[config.mk]
export PLATFORM = sky130hd
export DESIGN_NAME = indexed_list_engine
export DESIGN_NICKNAME = d
export VERILOG_FILES = /design/src/rtl/ile_pkg.sv /design/src/rtl/ile_mem.sv /design/src/rtl/ile_ctrl.sv /design/src/rtl/indexed_list_engine.sv
export SDC_FILE = /design/constraint.sdc
export NUM_CORES = 2
export LEC_CHECK = 0
export BUFFER_PORTS_ARGS = -buffer_cell sky130_fd_sc_hd__buf_2
export CORE_MARGIN = 2
export CORE_UTILIZATION = 40
export CTS_CLUSTER_SIZE = 8
export DETAILED_ROUTE_END_ITERATION = 10
export GPL_ROUTABILITY_DRIVEN = 0
export MAX_ROUTING_LAYER = met4
export PLACE_DENSITY = 0.52
export SYNTH_ARGS = -nofsm -noshare
export SYNTH_HDL_FRONTEND = slang
export SYNTH_SLANG_ARGS = --single-unit
export TNS_END_PERCENT = 100
[constraint.sdc]
create_clock -name clk -period 4.7 [get_ports clk]
set_input_delay 1.175 -clock clk [delete_from_list [all_inputs] [get_ports clk]]
set_output_delay 1.175 -clock clk [all_outputs]
set_load 0.1 [all_outputs]
[src/rtl/ile_pkg.sv]
package ile_pkg;

	// sizes
	localparam int ILE_CAPACITY = 64;
	localparam int DATA_W       = 32;
	localparam int POS_W        = 7;
	localparam int CMD_W        = 3;
	localparam int STAT_W       = 2;

	// command codes
	localparam logic [CMD_W-1:0] CMD_GET    = 3'd0;
	localparam logic [CMD_W-1:0] CMD_HEAD   = 3'd1;
	localparam logic [CMD_W-1:0] CMD_TAIL   = 3'd2;
	localparam logic [CMD_W-1:0] CMD_INSERT = 3'd3;
	localparam logic [CMD_W-1:0] CMD_DELETE = 3'd4;

	// status codes
	localparam logic [STAT_W-1:0] ST_DONE  = 2'd0;
	localparam logic [STAT_W-1:0] ST_RANGE = 2'd1;
	localparam logic [STAT_W-1:0] ST_FULL  = 2'd2;

	localparam logic signed [DATA_W-1:0] MISS_VALUE = '1;

	typedef struct packed {
		logic [CMD_W-1:0]         command;
		logic [POS_W-1:0]         position;
		logic signed [DATA_W-1:0] item_value;
	} ile_in_t;

	typedef struct packed {
		logic signed [DATA_W-1:0] read_value;
		logic [STAT_W-1:0]        status;
	} ile_out_t;

endpackage

[src/rtl/ile_mem.sv]
module ile_mem #(
	parameter int DEPTH = ile_pkg::ILE_CAPACITY,
	parameter int AW    = 6
) (
	input  logic                      clk,
	input  logic                      wr_en,
	input  logic [AW-1:0]             wr_addr,
	input  logic [ile_pkg::DATA_W-1:0] wr_data,
	input  logic                      rd_en,
	input  logic [AW-1:0]             rd_addr,
	output logic [ile_pkg::DATA_W-1:0] rd_data
);
	import ile_pkg::*;

	logic [DATA_W-1:0] mem_q [DEPTH];
	logic [DATA_W-1:0] rd_data_q;

	// write port
	always_ff @(posedge clk) begin
		if (wr_en) begin
			mem_q[wr_addr] <= wr_data;
		end
	end

	// registered read port
	always_ff @(posedge clk) begin
		if (rd_en) begin
			rd_data_q <= mem_q[rd_addr];
		end
	end

	assign rd_data = rd_data_q;

endmodule

[src/rtl/ile_ctrl.sv]
module ile_ctrl #(
	parameter int CAPACITY = ile_pkg::ILE_CAPACITY,
	parameter int AW       = 6
) (
	input  logic                       clk,
	input  logic                       arst_n,
	input  logic                       in_valid,
	output logic                       in_ready,
	input  ile_pkg::ile_in_t           in_data,
	output logic                       out_valid,
	input  logic                       out_ready,
	output ile_pkg::ile_out_t          out_data,
	output logic                       wr_en,
	output logic [AW-1:0]              wr_addr,
	output logic [ile_pkg::DATA_W-1:0] wr_data,
	output logic                       rd_en,
	output logic [AW-1:0]              rd_addr,
	input  logic [ile_pkg::DATA_W-1:0] rd_data
);
	import ile_pkg::*;

	localparam int LW = $clog2(CAPACITY + 1);
	localparam int CW = (LW > POS_W) ? LW : POS_W;
	localparam logic [LW-1:0] CAP_L = LW'(CAPACITY);

	localparam logic [2:0] S_IDLE  = 3'd0;
	localparam logic [2:0] S_GET   = 3'd1;
	localparam logic [2:0] S_GETW  = 3'd2;
	localparam logic [2:0] S_SHIFT = 3'd3;
	localparam logic [2:0] S_PUT   = 3'd4;
	localparam logic [2:0] S_FIN   = 3'd5;

	logic [2:0]        state_q, state_d;
	logic [LW-1:0]     len_q;
	logic [LW-1:0]     cnt_q, cnt_d;
	logic [AW-1:0]     src_q, src_d;
	logic [AW-1:0]     pos_q, pos_d;
	logic              ins_q, ins_d;
	logic [DATA_W-1:0] val_q;
	ile_out_t          res_q, res_d;
	logic              v_s1;
	logic [AW-1:0]     dst_s1;
	logic              out_valid_q;
	ile_out_t          out_q;

	logic [CW-1:0] pos_x, len_x, pos_eff_x;
	logic          is_ins;
	logic          slot_free;

	assign pos_x     = CW'(in_data.position);
	assign len_x     = CW'(len_q);
	assign in_ready  = (state_q == S_IDLE);
	assign slot_free = !out_valid_q || out_ready;
	assign out_valid = out_valid_q;
	assign out_data  = out_q;

	// decode the beat and plan the work
	always_comb begin
		state_d   = state_q;
		cnt_d     = cnt_q;
		src_d     = src_q;
		pos_d     = pos_q;
		ins_d     = ins_q;
		res_d     = res_q;
		is_ins    = in_data.command inside {CMD_HEAD, CMD_TAIL, CMD_INSERT};
		pos_eff_x = pos_x;
		if (in_data.command == CMD_HEAD) begin
			pos_eff_x = '0;
		end else if (in_data.command == CMD_TAIL) begin
			pos_eff_x = len_x;
		end
		case (state_q)
			S_IDLE: begin
				if (in_valid) begin
					res_d.read_value = MISS_VALUE;
					res_d.status     = ST_DONE;
					ins_d            = is_ins;
					state_d          = S_FIN;
					case (in_data.command)
						CMD_GET: begin
							if (pos_x < len_x) begin
								pos_d   = AW'(pos_x);
								state_d = S_GET;
							end else begin
								res_d.status = ST_RANGE;
							end
						end
						CMD_HEAD, CMD_TAIL, CMD_INSERT: begin
							if (pos_eff_x > len_x) begin
								res_d.status = ST_RANGE;
							end else if (len_q == CAP_L) begin
								res_d.status = ST_FULL;
							end else begin
								pos_d   = AW'(pos_eff_x);
								cnt_d   = LW'(len_x - pos_eff_x);
								src_d   = AW'(len_x - CW'(1));
								state_d = S_SHIFT;
							end
						end
						CMD_DELETE: begin
							if (pos_x < len_x) begin
								pos_d   = AW'(pos_x);
								cnt_d   = LW'(len_x - pos_x - CW'(1));
								src_d   = AW'(pos_x + CW'(1));
								state_d = S_SHIFT;
							end else begin
								res_d.status = ST_RANGE;
							end
						end
						default: begin
						end
					endcase
				end
			end
			S_GET: begin
				state_d = S_GETW;
			end
			S_GETW: begin
				res_d.read_value = rd_data;
				state_d          = S_FIN;
			end
			S_SHIFT: begin
				// one move per cycle: read the source, write it one place over
				if (cnt_q != '0) begin
					cnt_d = cnt_q - LW'(1);
					src_d = ins_q ? src_q - AW'(1) : src_q + AW'(1);
				end else if (!v_s1) begin
					state_d = S_PUT;
				end
			end
			S_PUT: begin
				state_d = S_FIN;
			end
			S_FIN: begin
				if (slot_free) begin
					state_d = S_IDLE;
				end
			end
			default: begin
				state_d = S_IDLE;
			end
		endcase
	end

	// memory port drive
	always_comb begin
		rd_en   = 1'b0;
		rd_addr = src_q;
		wr_en   = 1'b0;
		wr_addr = dst_s1;
		wr_data = rd_data;
		case (state_q)
			S_GET: begin
				rd_en   = 1'b1;
				rd_addr = pos_q;
			end
			S_SHIFT: begin
				rd_en = (cnt_q != '0);
				wr_en = v_s1;
			end
			S_PUT: begin
				wr_en   = ins_q;
				wr_addr = pos_q;
				wr_data = val_q;
			end
			default: begin
			end
		endcase
	end

	// control state
	always_ff @(posedge clk or negedge arst_n) begin
		if (!arst_n) begin
			state_q     <= S_IDLE;
			len_q       <= '0;
			cnt_q       <= '0;
			v_s1        <= 1'b0;
			out_valid_q <= 1'b0;
		end else begin
			state_q <= state_d;
			cnt_q   <= cnt_d;
			v_s1    <= (state_q == S_SHIFT) && (cnt_q != '0);
			if (state_q == S_PUT) begin
				len_q <= ins_q ? len_q + LW'(1) : len_q - LW'(1);
			end
			if (state_q == S_FIN && slot_free) begin
				out_valid_q <= 1'b1;
			end else if (out_ready) begin
				out_valid_q <= 1'b0;
			end
		end
	end

	// payload
	always_ff @(posedge clk) begin
		src_q  <= src_d;
		pos_q  <= pos_d;
		ins_q  <= ins_d;
		res_q  <= res_d;
		dst_s1 <= ins_q ? src_q + AW'(1) : src_q - AW'(1);
		if (in_valid && in_ready) begin
			val_q <= in_data.item_value;
		end
		if (state_q == S_FIN && slot_free) begin
			out_q <= res_q;
		end
	end

endmodule

[src/rtl/indexed_list_engine.sv]
// Indexed list engine: an ordered list of up to CAPACITY signed 32-bit values.
// Input channel (in_valid/in_ready/in_data) takes one command beat: get, add
// at head, add at tail, insert at position, delete at position. Output channel
// (out_valid/out_ready/out_data) returns exactly one beat per command: the
// value read (or -1) and a status (done, out of range, list full).
// One command is worked on at a time; in_ready is high only while idle.
// Path from accept to output valid: a rejected or unknown command goes
// straight to S_FIN; a get reads the element memory in S_GET and S_GETW;
// an insert or add runs S_SHIFT, then writes the new value in S_PUT; a
// delete runs S_SHIFT, then shortens the list in S_PUT. In S_FIN the
// result is loaded into the output register.
// Inserts and deletes move
// each entry behind the position by one place, one entry per cycle through
// the single read port and single write port of the element memory.
// The result sits in an output register, so the engine returns to idle once
// it is loaded; if the receiver stalls with the register full, the finished
// result waits and no new command is taken until the register frees.
// Reset empties the list; memory contents are not cleared.
module indexed_list_engine #(
	parameter int CAPACITY = ile_pkg::ILE_CAPACITY
) (
	input  logic              clk,
	input  logic              arst_n,
	input  logic              in_valid,
	output logic              in_ready,
	input  ile_pkg::ile_in_t  in_data,
	output logic              out_valid,
	input  logic              out_ready,
	output ile_pkg::ile_out_t out_data
);
	import ile_pkg::*;

	localparam int AW = (CAPACITY > 1) ? $clog2(CAPACITY) : 1;

	logic              wr_en;
	logic [AW-1:0]     wr_addr;
	logic [DATA_W-1:0] wr_data;
	logic              rd_en;
	logic [AW-1:0]     rd_addr;
	logic [DATA_W-1:0] rd_data;

	// sequencer and result register
	ile_ctrl #(
		.CAPACITY(CAPACITY),
		.AW      (AW)
	) u_ctrl (
		.clk      (clk),
		.arst_n   (arst_n),
		.in_valid (in_valid),
		.in_ready (in_ready),
		.in_data  (in_data),
		.out_valid(out_valid),
		.out_ready(out_ready),
		.out_data (out_data),
		.wr_en    (wr_en),
		.wr_addr  (wr_addr),
		.wr_data  (wr_data),
		.rd_en    (rd_en),
		.rd_addr  (rd_addr),
		.rd_data  (rd_data)
	);

	// element store
	ile_mem #(
		.DEPTH(CAPACITY),
		.AW   (AW)
	) u_mem (
		.clk    (clk),
		.wr_en  (wr_en),
		.wr_addr(wr_addr),
		.wr_data(wr_data),
		.rd_en  (rd_en),
		.rd_addr(rd_addr),
		.rd_data(rd_data)
	);

endmodule
==> flow_summary.ini <==
[grt]
grt_start_max_net_pins = 74
antenna_found_initial = 11
grt_use_total = 0.2396
grt_pass1_wl_mm = 358.5
grt_pass1_vias = 46760
grt_overflow = 0

[synthesis]
syn-num-nets = 4865
synth_edf_count = 2193
ys_warn_count = 0
yosysUniqueCellTypes = 50
avgSynthCellArea_sq_um = 17.92
async_flop_share = 0.008566
synth_most_common_cell = edfxtp_1
synth_area_leaders = edfxtp_1 (77%), mux2i_1 (12%), o22ai_1 (3.8%)
seq_area_frac_synth = 0.7739
synthCells = 4792
synth_top_area_cell = edfxtp_1
synth_common_cells = edfxtp_1 (2193), mux2i_1 (1033), o22ai_1 (515)
ys_ff_latch = 2218
synth_area_sq_um = 85860
synth_ff_type = edfxtp_1
synth_top_area_frac = 0.7670

[die]
core_area_sq_um = 214000
start_util = 0.4012
die_area_sq_um = 218400
die-width_um = 467.3
fp.dieH_um = 467.3
boundaryPins = 82
rows = 170

[placement]
dp_hpwl_mm = 147.6
place_area_sq_um = 92830
place_inst = 7763
io_buffers = 81
pre_cts_ws_ns = 0.09044

[routing]
via_per_inst = 5.784
totalWireLength_mm = 257.0
wire_per_inst_um = 31.60
drtIter0Drc = 5003
num_vias = 47030
ant_nets = 0
dr.pass1.iters = 6
drc = 0

[sta]
timing.final.crit_period_ns = 4.392
clock_skew_ns = 0.06701
slew_headroom = 0.1315
worst_pin_slew_ns = 1.303
hold_viol = 0
holdWs_ns = 0.2193
tns_ns = 0
timing.final.ws_setup_ns = 0.3083
finalMaxSlewViolations = 0
rsz0062_at_grt = false
fin_crit_sh = 0.9344
fmax_ghz = 0.2277
setup_violations = 0

[critical_path]
critPathKind = register to register
worst_path_max_delay_cell = o41ai_1
r2r_start = u_ctrl.state_q[0]
regToRegEndpoint = u_mem.rd_data[19]
cpMostUsedCell = buf_4
start_kind = register
crit_required_ns = 5.32
cp_max_fo = 20
path_cells = or3b_1 > nand2_1 > o31ai_1 > nand2_4 > buf_4 > o22ai_1 > o41ai_1 > buf_4 > nand4_1
crit_path_end_kind = register
reg2reg_slack_ns = 0.31
r2r_cells = 9
cp.arrival_ns = 5.01
critPathMaxStageDelay_ns = 0.87

[layout]
final_util = 0.4738
design_area_sq_um = 101400
layout.cells.non_filler = 8132
drive_gt1_frac = 0.1686
finalNetCount = 5328
area_delta_synth_final_pct = 18.07

[clocking]
h-tree-depth = 5
cts_tree = built
cts.sinks = 2218
clockBufferDepth = 4
cts_root_buf = clkbuf_16
clock_latency_ns = 0.94
clk_pin_slew_ns = 0.05
cts_buffers = 328
postCtsHoldBufs = 0

[power_and_ir_drop]
power_density_nw_per_um2 = 668.2
total_power_mw = 67.74
ir_drop_v = 0.0005289
leakage_nw = 35.60

[hold_path]
hold_path_class = primary input to async pin

[run_status]
outcome = finished clean

[run]
maxCapViolCount = 0
## flip-flops by register name (all words and copies together) (netlist names), 3 cells and up
register	flops
u_mem.mem_q	2048
u_ctrl.cnt_q	7
u_ctrl.val_q	32
u_ctrl.res_q	34
u_ctrl.pos_q	6
u_ctrl.state_q	3
u_ctrl.src_q	6
u_ctrl.out_data	34
u_ctrl.len_q	7
u_ctrl.dst_s1	6
u_mem.rd_data	32
## placed cells by master (no fill, tap or decap), types with 28 or more instances in the layout
cell / n
edfxtp_1: 2193
mux2i_1: 1033
o22ai_1: 515
clkbuf_16: 333
buf_4: 256
nand2_1: 126
o41ai_1: 105
buf_2: 81
buf_12: 74
nor2_4: 65
a21o_1: 39
nand4_1: 35
nor2_1: 34
o21ai_0: 33
nand2_2: 28
## critical path, delay by kind of cell, from the launching register on
| kind | cells | cell delay (ns) |
|---|---|---|
| AOI/OAI and AO/OA | 3 | 1.21 |
| buffers and inverters | 2 | 0.74 |
| DFF | 1 | 0.64 |
| and+or+nand+nor | 4 | 1.48 |
## layout make-up
| cell class | count | area [sq um] |
|---|---|---|
| Fill cell | 18090 | 112600 |
| Antenna cell | 3 | 7.507 |
| Sequential cell | 2218 | 66450 |
| Inverter | 26 | 97.59 |
| Multi-Input combinational cell | 2270 | 18940 |
| Tap cell | 2838 | 3551 |
| Clock inverter | 7 | 96.34 |
| Timing Repair Buffer | 411 | 3809 |
| Clock buffer | 359 | 8431 |
## layer usage
layer,part of all wire,GRT usage,vias up
met4,0.026,0.06681,0
met1,0.44,0.3225,24800
met5,0,-,-
li1,-,-,20270
met2,0.48,0.3794,1582
met3,0.056,0.03663,382
## repair_timing
| action | in CTS | in global routing |
|---|---|---|
| resized for setup | 0 | 1 |
| setup endpoints to repair | 0 | 1 |
| buffers inserted | 0 | 0 |
## worst max-delay path by stage
stage	start	endpoint	slack [ns]	cells past startpoint
detailed placement	u_ctrl.state_q[0]	u_mem.rd_data[31]	0.09	10
CTS	u_ctrl.state_q[0]	u_mem.rd_data[31]	0.09	10
global placement	u_ctrl.state_q[0]	u_mem.rd_data[27]	-0.40	10
finish	u_ctrl.state_q[0]	u_mem.rd_data[19]	0.31	9
floorplan	u_ctrl.state_q[1]	u_ctrl.res_q[10]	0.25	4
global route	u_ctrl.state_q[0]	u_mem.rd_data[19]	0.23	10
## where the power goes
group | switching [mW] | internal (mW)
Clock | 7.75 | 12.5
Combinational | 14.2 | 5.67
Sequential | 0.637 | 27.0
## logic make-up after synthesis
| group | after synthesis | synth area share |
|---|---|---|
| AOI/OAI and AO/OA | 790 | 0.06194 |
| adders and majority gates | 27 | 0.004110 |
| DFF | 2218 | 0.7739 |
| buffers and inverters | 304 | 0.01602 |
| xor gates and xnor gates | 27 | 0.002754 |
| muxes | 1034 | 0.1206 |
| and+or+nand+nor | 392 | 0.02068 |
(Power assumes the default switching activity.)
